File: src/hw/rtl/arc_pkg.sv
// Package for the axis response curve block: full scale, widths, curve and
// register codes, control structs and the elaboration-time tangent table builder.
// No dependencies.
package arc_pkg;

  localparam int unsigned FULL_SCALE = 350;
  localparam int unsigned RAW_W      = 12;
  localparam int unsigned SENS_W     = 16;
  localparam int unsigned MAG_W      = 9;
  localparam int unsigned PROD_W     = SENS_W + RAW_W;
  localparam int unsigned SQ_W       = 2 * MAG_W;
  localparam int unsigned OUT_W      = 10;
  localparam int unsigned CFG_W      = 16;
  localparam int unsigned IDX_W      = 3;

  // floor(2^26 / FULL_SCALE): quotient of a square by full scale is exact to within one
  localparam int unsigned RECIP_SHIFT = 26;
  localparam int unsigned RECIP_W     = 18;
  localparam logic [RECIP_W-1:0] RECIP = RECIP_W'((64'd1 << RECIP_SHIFT) / FULL_SCALE);

  typedef enum logic [2:0] {
    CURVE_LINEAR   = 3'd0,
    CURVE_SQUARED  = 3'd1,
    CURVE_TAN      = 3'd2,
    CURVE_TAN_SQ   = 3'd3,
    CURVE_TAN_CUBE = 3'd4
  } curve_t;

  typedef enum logic [IDX_W-1:0] {
    REG_POS_SENS  = 3'd0,
    REG_NEG_SENS  = 3'd1,
    REG_POS_CURVE = 3'd2,
    REG_NEG_CURVE = 3'd3,
    REG_POS_GATE  = 3'd4,
    REG_NEG_GATE  = 3'd5,
    REG_INVERT    = 3'd6
  } reg_idx_t;

  typedef struct packed {
    logic [SENS_W-1:0] pos_sens;
    logic [SENS_W-1:0] neg_sens;
    logic [2:0]        pos_curve;
    logic [2:0]        neg_curve;
    logic [MAG_W-1:0]  pos_gate;
    logic [MAG_W-1:0]  neg_gate;
    logic              invert;
  } cfg_t;

  typedef struct packed {
    logic [2:0]       code;
    logic [MAG_W-1:0] gate;
    logic             neg;
  } ctrl_t;

  typedef logic [MAG_W-1:0] tan_rom_t [0:FULL_SCALE];

  localparam longint unsigned Q30_ONE = 64'd1 << 30;

  // unsigned quotient by shift and subtract
  function automatic longint unsigned udiv(input longint unsigned n,
                                           input longint unsigned d);
    longint unsigned quot;
    longint unsigned rest;
    quot = 0;
    rest = 0;
    for (int i = 63; i >= 0; i--) begin
      rest = {rest[62:0], n[i]};
      quot = quot << 1;
      if (rest >= d) begin
        rest = rest - d;
        quot = quot | 64'd1;
      end
    end
    return quot;
  endfunction

  // floor(F * tan(a)) for a in Q30, from truncated Q30 Taylor sums, saturated at F
  function automatic logic [MAG_W-1:0] tan_mag(input longint unsigned a);
    longint unsigned s;
    longint unsigned st;
    longint unsigned c;
    longint unsigned ct;
    longint unsigned r;
    longint unsigned k;
    s  = a;
    st = a;
    c  = Q30_ONE;
    ct = Q30_ONE;
    for (k = 1; k <= 7; k++) begin
      st = udiv((((st * a) >> 30) * a) >> 30, (2 * k) * (2 * k + 1));
      ct = udiv((((ct * a) >> 30) * a) >> 30, (2 * k - 1) * (2 * k));
      if (k[0]) begin
        s = (s >= st) ? s - st : 64'd0;
        c = (c >= ct) ? c - ct : 64'd0;
      end else begin
        s = s + st;
        c = c + ct;
      end
    end
    if (c == 0) begin
      r = FULL_SCALE;
    end else begin
      r = udiv(longint'(FULL_SCALE) * s, c);
    end
    if (r > FULL_SCALE) begin
      r = FULL_SCALE;
    end
    return MAG_W'(r);
  endfunction

  // table of tan_mag over m = 0..F with argument (m/F)^power
  function automatic tan_rom_t build_tan_rom(input int unsigned power);
    tan_rom_t        rom;
    longint unsigned num;
    longint unsigned den;
    longint unsigned a;
    for (int unsigned m = 0; m <= FULL_SCALE; m++) begin
      num = 1;
      den = 1;
      for (int unsigned p = 0; p < power; p++) begin
        num = num * longint'(m);
        den = den * longint'(FULL_SCALE);
      end
      a = udiv(num << 30, den);
      rom[m] = tan_mag(a);
    end
    return rom;
  endfunction

endpackage

File: src/hw/rtl/arc_scale.sv
// Scaling front end of the axis response curve: direction select, gain multiply,
// clamp to full scale and square of the clamped magnitude. Two register stages.
// Depends on arc_pkg.
module arc_scale import arc_pkg::*; (
  input  logic                    clk,
  input  logic                    rst_n,
  input  logic                    in_valid,
  output logic                    in_ready,
  input  logic signed [RAW_W-1:0] in_raw,
  input  cfg_t                    cfg,
  output logic                    out_valid,
  input  logic                    out_ready,
  output logic [MAG_W-1:0]        out_mag,
  output logic [SQ_W-1:0]         out_sq,
  output ctrl_t                   out_ctrl
);

  logic              vld_a_r;
  logic [PROD_W-1:0] prod_a_r;
  ctrl_t             ctrl_a_r;
  logic              vld_b_r;
  logic [MAG_W-1:0]  mag_b_r;
  logic [SQ_W-1:0]   sq_b_r;
  ctrl_t             ctrl_b_r;

  logic              ready_a;
  logic              ready_b;
  logic              neg;
  logic              pos;
  logic [RAW_W-1:0]  raw_u;
  logic [RAW_W-1:0]  mag;
  logic [SENS_W-1:0] sens;
  ctrl_t             ctrl_nxt;
  logic [PROD_W-9:0] scaled;
  logic [MAG_W-1:0]  mag_nxt;

  assign ready_b  = !vld_b_r || out_ready;
  assign ready_a  = !vld_a_r || ready_b;
  assign in_ready = ready_a;

  always_comb begin
    raw_u         = RAW_W'(in_raw);
    neg           = raw_u[RAW_W-1];
    pos           = !neg && (raw_u != '0);
    mag           = neg ? (RAW_W'(0) - raw_u) : raw_u;
    sens          = pos ? cfg.pos_sens : cfg.neg_sens;
    ctrl_nxt.code = pos ? cfg.pos_curve : cfg.neg_curve;
    ctrl_nxt.gate = pos ? cfg.pos_gate : cfg.neg_gate;
    ctrl_nxt.neg  = neg ^ cfg.invert;
  end

  always_comb begin
    scaled  = prod_a_r[PROD_W-1:8];
    mag_nxt = (scaled > (PROD_W-8)'(FULL_SCALE)) ? MAG_W'(FULL_SCALE) : scaled[MAG_W-1:0];
  end

  always_ff @(posedge clk) begin
    if (!rst_n) begin
      vld_a_r <= 1'b0;
      vld_b_r <= 1'b0;
    end else begin
      if (ready_a) begin
        vld_a_r <= in_valid;
      end
      if (ready_b) begin
        vld_b_r <= vld_a_r;
      end
    end
  end

  always_ff @(posedge clk) begin
    if (ready_a && in_valid) begin
      prod_a_r <= PROD_W'(sens) * PROD_W'(mag);
      ctrl_a_r <= ctrl_nxt;
    end
    if (ready_b && vld_a_r) begin
      mag_b_r  <= mag_nxt;
      sq_b_r   <= SQ_W'(mag_nxt) * SQ_W'(mag_nxt);
      ctrl_b_r <= ctrl_a_r;
    end
  end

  assign out_valid = vld_b_r;
  assign out_mag   = mag_b_r;
  assign out_sq    = sq_b_r;
  assign out_ctrl  = ctrl_b_r;

endmodule

File: config.mk
export PLATFORM = sky130hd
export DESIGN_NAME = arc_scale
export DESIGN_NICKNAME = d
export VERILOG_FILES = /design/src/hw/rtl/arc_pkg.sv /design/src/hw/rtl/arc_scale.sv
export SDC_FILE = /design/constraint.sdc
export NUM_CORES = 1
export LEC_CHECK = 0
export ABC_AREA = 0
export BUFFER_PORTS_ARGS = -buffer_cell sky130_fd_sc_hd__buf_2
export CELL_PAD_IN_SITES_DETAIL_PLACEMENT = 0
export CELL_PAD_IN_SITES_GLOBAL_PLACEMENT = 1
export CORE_MARGIN = 3
export CORE_UTILIZATION = 52
export CTS_CLUSTER_SIZE = 12
export DETAILED_ROUTE_END_ITERATION = 12
export PLACE_DENSITY = 0.95
export SLEW_MARGIN = 20
export SYNTH_ARGS = -nofsm -noshare
export SYNTH_HDL_FRONTEND = slang
export SYNTH_SLANG_ARGS = --single-unit
File: constraint.sdc
create_clock -name clk -period 16.5 [get_ports clk]
set_input_delay 1.65 -clock clk [delete_from_list [all_inputs] [get_ports clk]]
set_output_delay 1.65 -clock clk [all_outputs]
set_load 0.02 [all_outputs]
==> summary.txt <==
STA
  – Max frequency: 122 MHz
  – Fin. Hold Viols: 0
  – Slew @ Worst Pin: slightly above 1 ns
  – Post-layout min period: 8.22 ns
  – Final Skew: ~0.0080 ns
  – Setup TNS: 0 ns
  – Final Setup Violations: 0
  – Setup repair after global routing missed its margin: false
  – Final period util: 49.8%
  – Relative slew slack: 32.2%
  – Final setup margin: 8.28 ns
  – Pins Over Slew Limit: 0

Critical path
  – CP max-delay cell: fa_1
  – Buf+Inv Stages, Crit Path: 5
  – R2r worst-path depth: 22
  – CP Max Fanout: 41
  – Critical path depth: 23
  – Data arrival, critical path: 8.31 ns
  – Setup CP Type: input pin to register
  – CP required: 16.59 ns
  – Crit start category: input pin
  – CP top delay family: adder cells
  – CP max stage delay: 0.57 ns
  – Worst Setup End Kind: register
  – Critical Path, Cell by Cell: buf_2, inv_1, ha_1, a41oi_4, buf_4, mux2_2, and2_1, fa_1, fa_1, fa_1, fa_1, inv_1, fa_1, inv_1, ha_1, a21o_1, a21oi_1, a21boi_0, and3_1, o31ai_2, a31oi_2, a21oi_1, xnor2_1
  – Most used cell, CP: fa_1

Global routing
  – Pin count of the biggest net entering global routing: 42
  – First-pass GRT wire length: about 38,000 µm
  – Total global-route track usage: roughly a fifth
  – Initial antenna violation count: 0
  – Vias in the first global route: 7,884
  – Grt ovf: 0

Logic synthesis
  – Syn_nets: 1,441
  – Top cells by area, synth: fa_1, edfxtp_1, ha_1, inv_1, nand2_1
  – Post-synthesis cell count: 1,099
  – Sequential area share after synthesis: just over 20%
  – Share of the synthesized area in the top cell type: approximately a third
  – Syn Area/Cell: 9.74 µm²
  – Most instantiated cells after synthesis: inv_1, fa_1, nand2_1
  – Cell accounting for the most synthesized area: fa_1
  – Prevailing post-synth register cell: edfxtp_1
  – Number of synthesized register bits: 73
  – Warnings from Yosys: 0
  – Yosys cell types: 57
  – Most frequent cell after synthesis: inv_1
  – Post-synth EDFFs: 71
  – Asr flop ratio synth: 0%
  – Netlist Area Pre-Place: 10,700 µm²

Floorplanning
  – Core area: around 20,000 µm²
  – Initial Utilization: between 50% and 60%
  – Die Y: roughly 150 µm
  – Die width: 149 µm
  – Die area: 22,300 µm²
  – Row cnt: 51
  – I/O pin count: 115

Clock tree
  – CTS tree: yes
  – CTS HTree Levels: 3
  – Cts repair resizes: 0
  – Worst-path clk slew: approximately 0.060 ns
  – Total CTS buffers: 9
  – # clock sinks: 73
  – Cts hold-fix bufs: 0
  – Clock root buffer: clkbuf_16
  – Clock latency on the worst-skew pair: 0.34 ns
  – Clock Path Buffers: 2
  – Post-CTS setup buffer count: 0

Power
  – Pwr dens: ~170 nW/µm²
  – Worst IR drop on VDD: 0.000104 V
  – LEAKAGE: about 0.0058 µW

Drt
  – Routed len/inst: 14.9 µm
  – Via count: approximately 7,500
  – Post-Route WL: 22,000 µm
  – Initial DRC Count: 325
  – Detail Route Antenna Nets: 0
  – Vias/cell: 5.06
  – DRC: 0
  – Drt first pass iters: 4

Run status
  – Status: complete, no violations

Hold path
  – Hold crit path type: register to register
  – Worst hold path stage count: 0

Place
  – HPWL Detailed: around 19,000 µm
  – GPL Wtd Cong: 0.945
  – Pre-CTS setup slack: 7.86 ns
  – Port bufs: between 100 and 150

Cells and area
  – Post-layout nets: 1,546
  – Layout cell share with drive strength beyond 1: 14.6%
  – Area Growth Syn to Fin: 10.9%
  – Ant diodes: 0

Run
  – Max-cap viol count: 0
flip-flops by register name (all words and copies together) (netlist names):
name	count
ctrl_a_r	13
out_ctrl	13
out_mag	9
out_sq	16
out_valid	1
prod_a_r	20
vld_a_r	1
placed cells by master (no fill, tap or decap), drive strengths merged, types with 14 or more instances in the layout:
cell	count
mux2	29
edfxtp	71
nor2	74
nand2	163
and3	18
mux2i	14
fa	175
buf	120
xnor2	36
inv	241
a21oi	24
and2	26
ha	94
layer usage:
metal | global-route usage, % | vias to the layer above | wire length (µm)
met5 | 0 | - | 0
met4 | 4.81 | 0 | 261
met3 | 2.39 | 19 | 994
met2 | 36.7 | 156 | 10800
met1 | 28.6 | 3660 | 9960
li1 | - | 3619 | -
final cells by class:
cell class | count | area, µm²
multi-input cells | 762 | 7550
well taps | 265 | 332
repair buffers | 120 | 618
clock inverters | 7 | 76.3
fillers | 1692 | 7980
flip-flops and latches | 73 | 2170
clock buffers | 9 | 225
inverters | 238 | 893
per-stage QoR:
step / utilization (%) / hold WS [ns] / std cells / power [µW] / instance area (µm²)
5_1_grt: 59.8 / 0.425 / 1474 / 2280 / 11900
6_report: 59.8 / 0.417 / 1474 / 2020 / 11900
2_1_floorplan: - / 0.400 / 1099 / 1540 / 10700
3_3_place_gp: 58.3 / 0.401 / 1458 / 1790 / 11600
3_5_place_dp: 58.3 / 0.405 / 1458 / 1840 / 11600
4_1_cts: 59.8 / 0.419 / 1474 / 2050 / 11900
power by group:
| part | switching, µW | internal [µW] |
|---|---|---|
| registers | 23.1 | 328 |
| logic | 816 | 659 |
| clock network | 75.9 | 118 |
| total | 915 | 1110 |
cells by family (layout without fill, tap and decap cells):
logic type      count (synthesis)  in the layout  share of synthesized area, %
buf+inv                       264            374                          9.35
compound gates                 71             71                          4.64
other cells                     1              1                        0.0350
mux                            43             43                          4.36
simple gates                  329            329                          13.6
fa+ha+maj                     269            269                          43.7
xor+xnor                       49             49                          4.01
flops                          73             73                          20.3
worst reg2reg max path, cell delays in order, from the launching register on:
cell	delay [ns]
edfxtp_1	0.47
and3_1	0.22
a31o_2	0.24
a21o_1	0.19
a21oi_1	0.67
nand2b_1	0.34
inv_1	0.23
nor2_1	0.09
inv_1	0.10
fa_1	0.39
inv_1	0.08
fa_1	0.41
inv_1	0.08
fa_1	0.44
fa_1	0.55
inv_1	0.04
ha_1	0.32
nor2b_1	0.14
o21ai_0	0.23
a21oi_1	0.15
a41o_1	0.28
o41a_1	0.35
a31o_2	0.26
final timing paths:
path                                             start                      to  slack [ns]
worst max-delay path                         in_raw[0]  prod_a_r[25]$_DFFE_PP_        8.28
worst min-delay path             ctrl_a_r[3]$_DFFE_PP_   out_ctrl[3]$_DFFE_PP_        0.42
worst max register to register  prod_a_r[10]$_DFFE_PP_    out_sq[17]$_DFFE_PP_        9.99
worst min register to register   ctrl_a_r[3]$_DFFE_PP_   out_ctrl[3]$_DFFE_PP_        0.42
No activity file was read; power rests on OpenSTA's default activity.
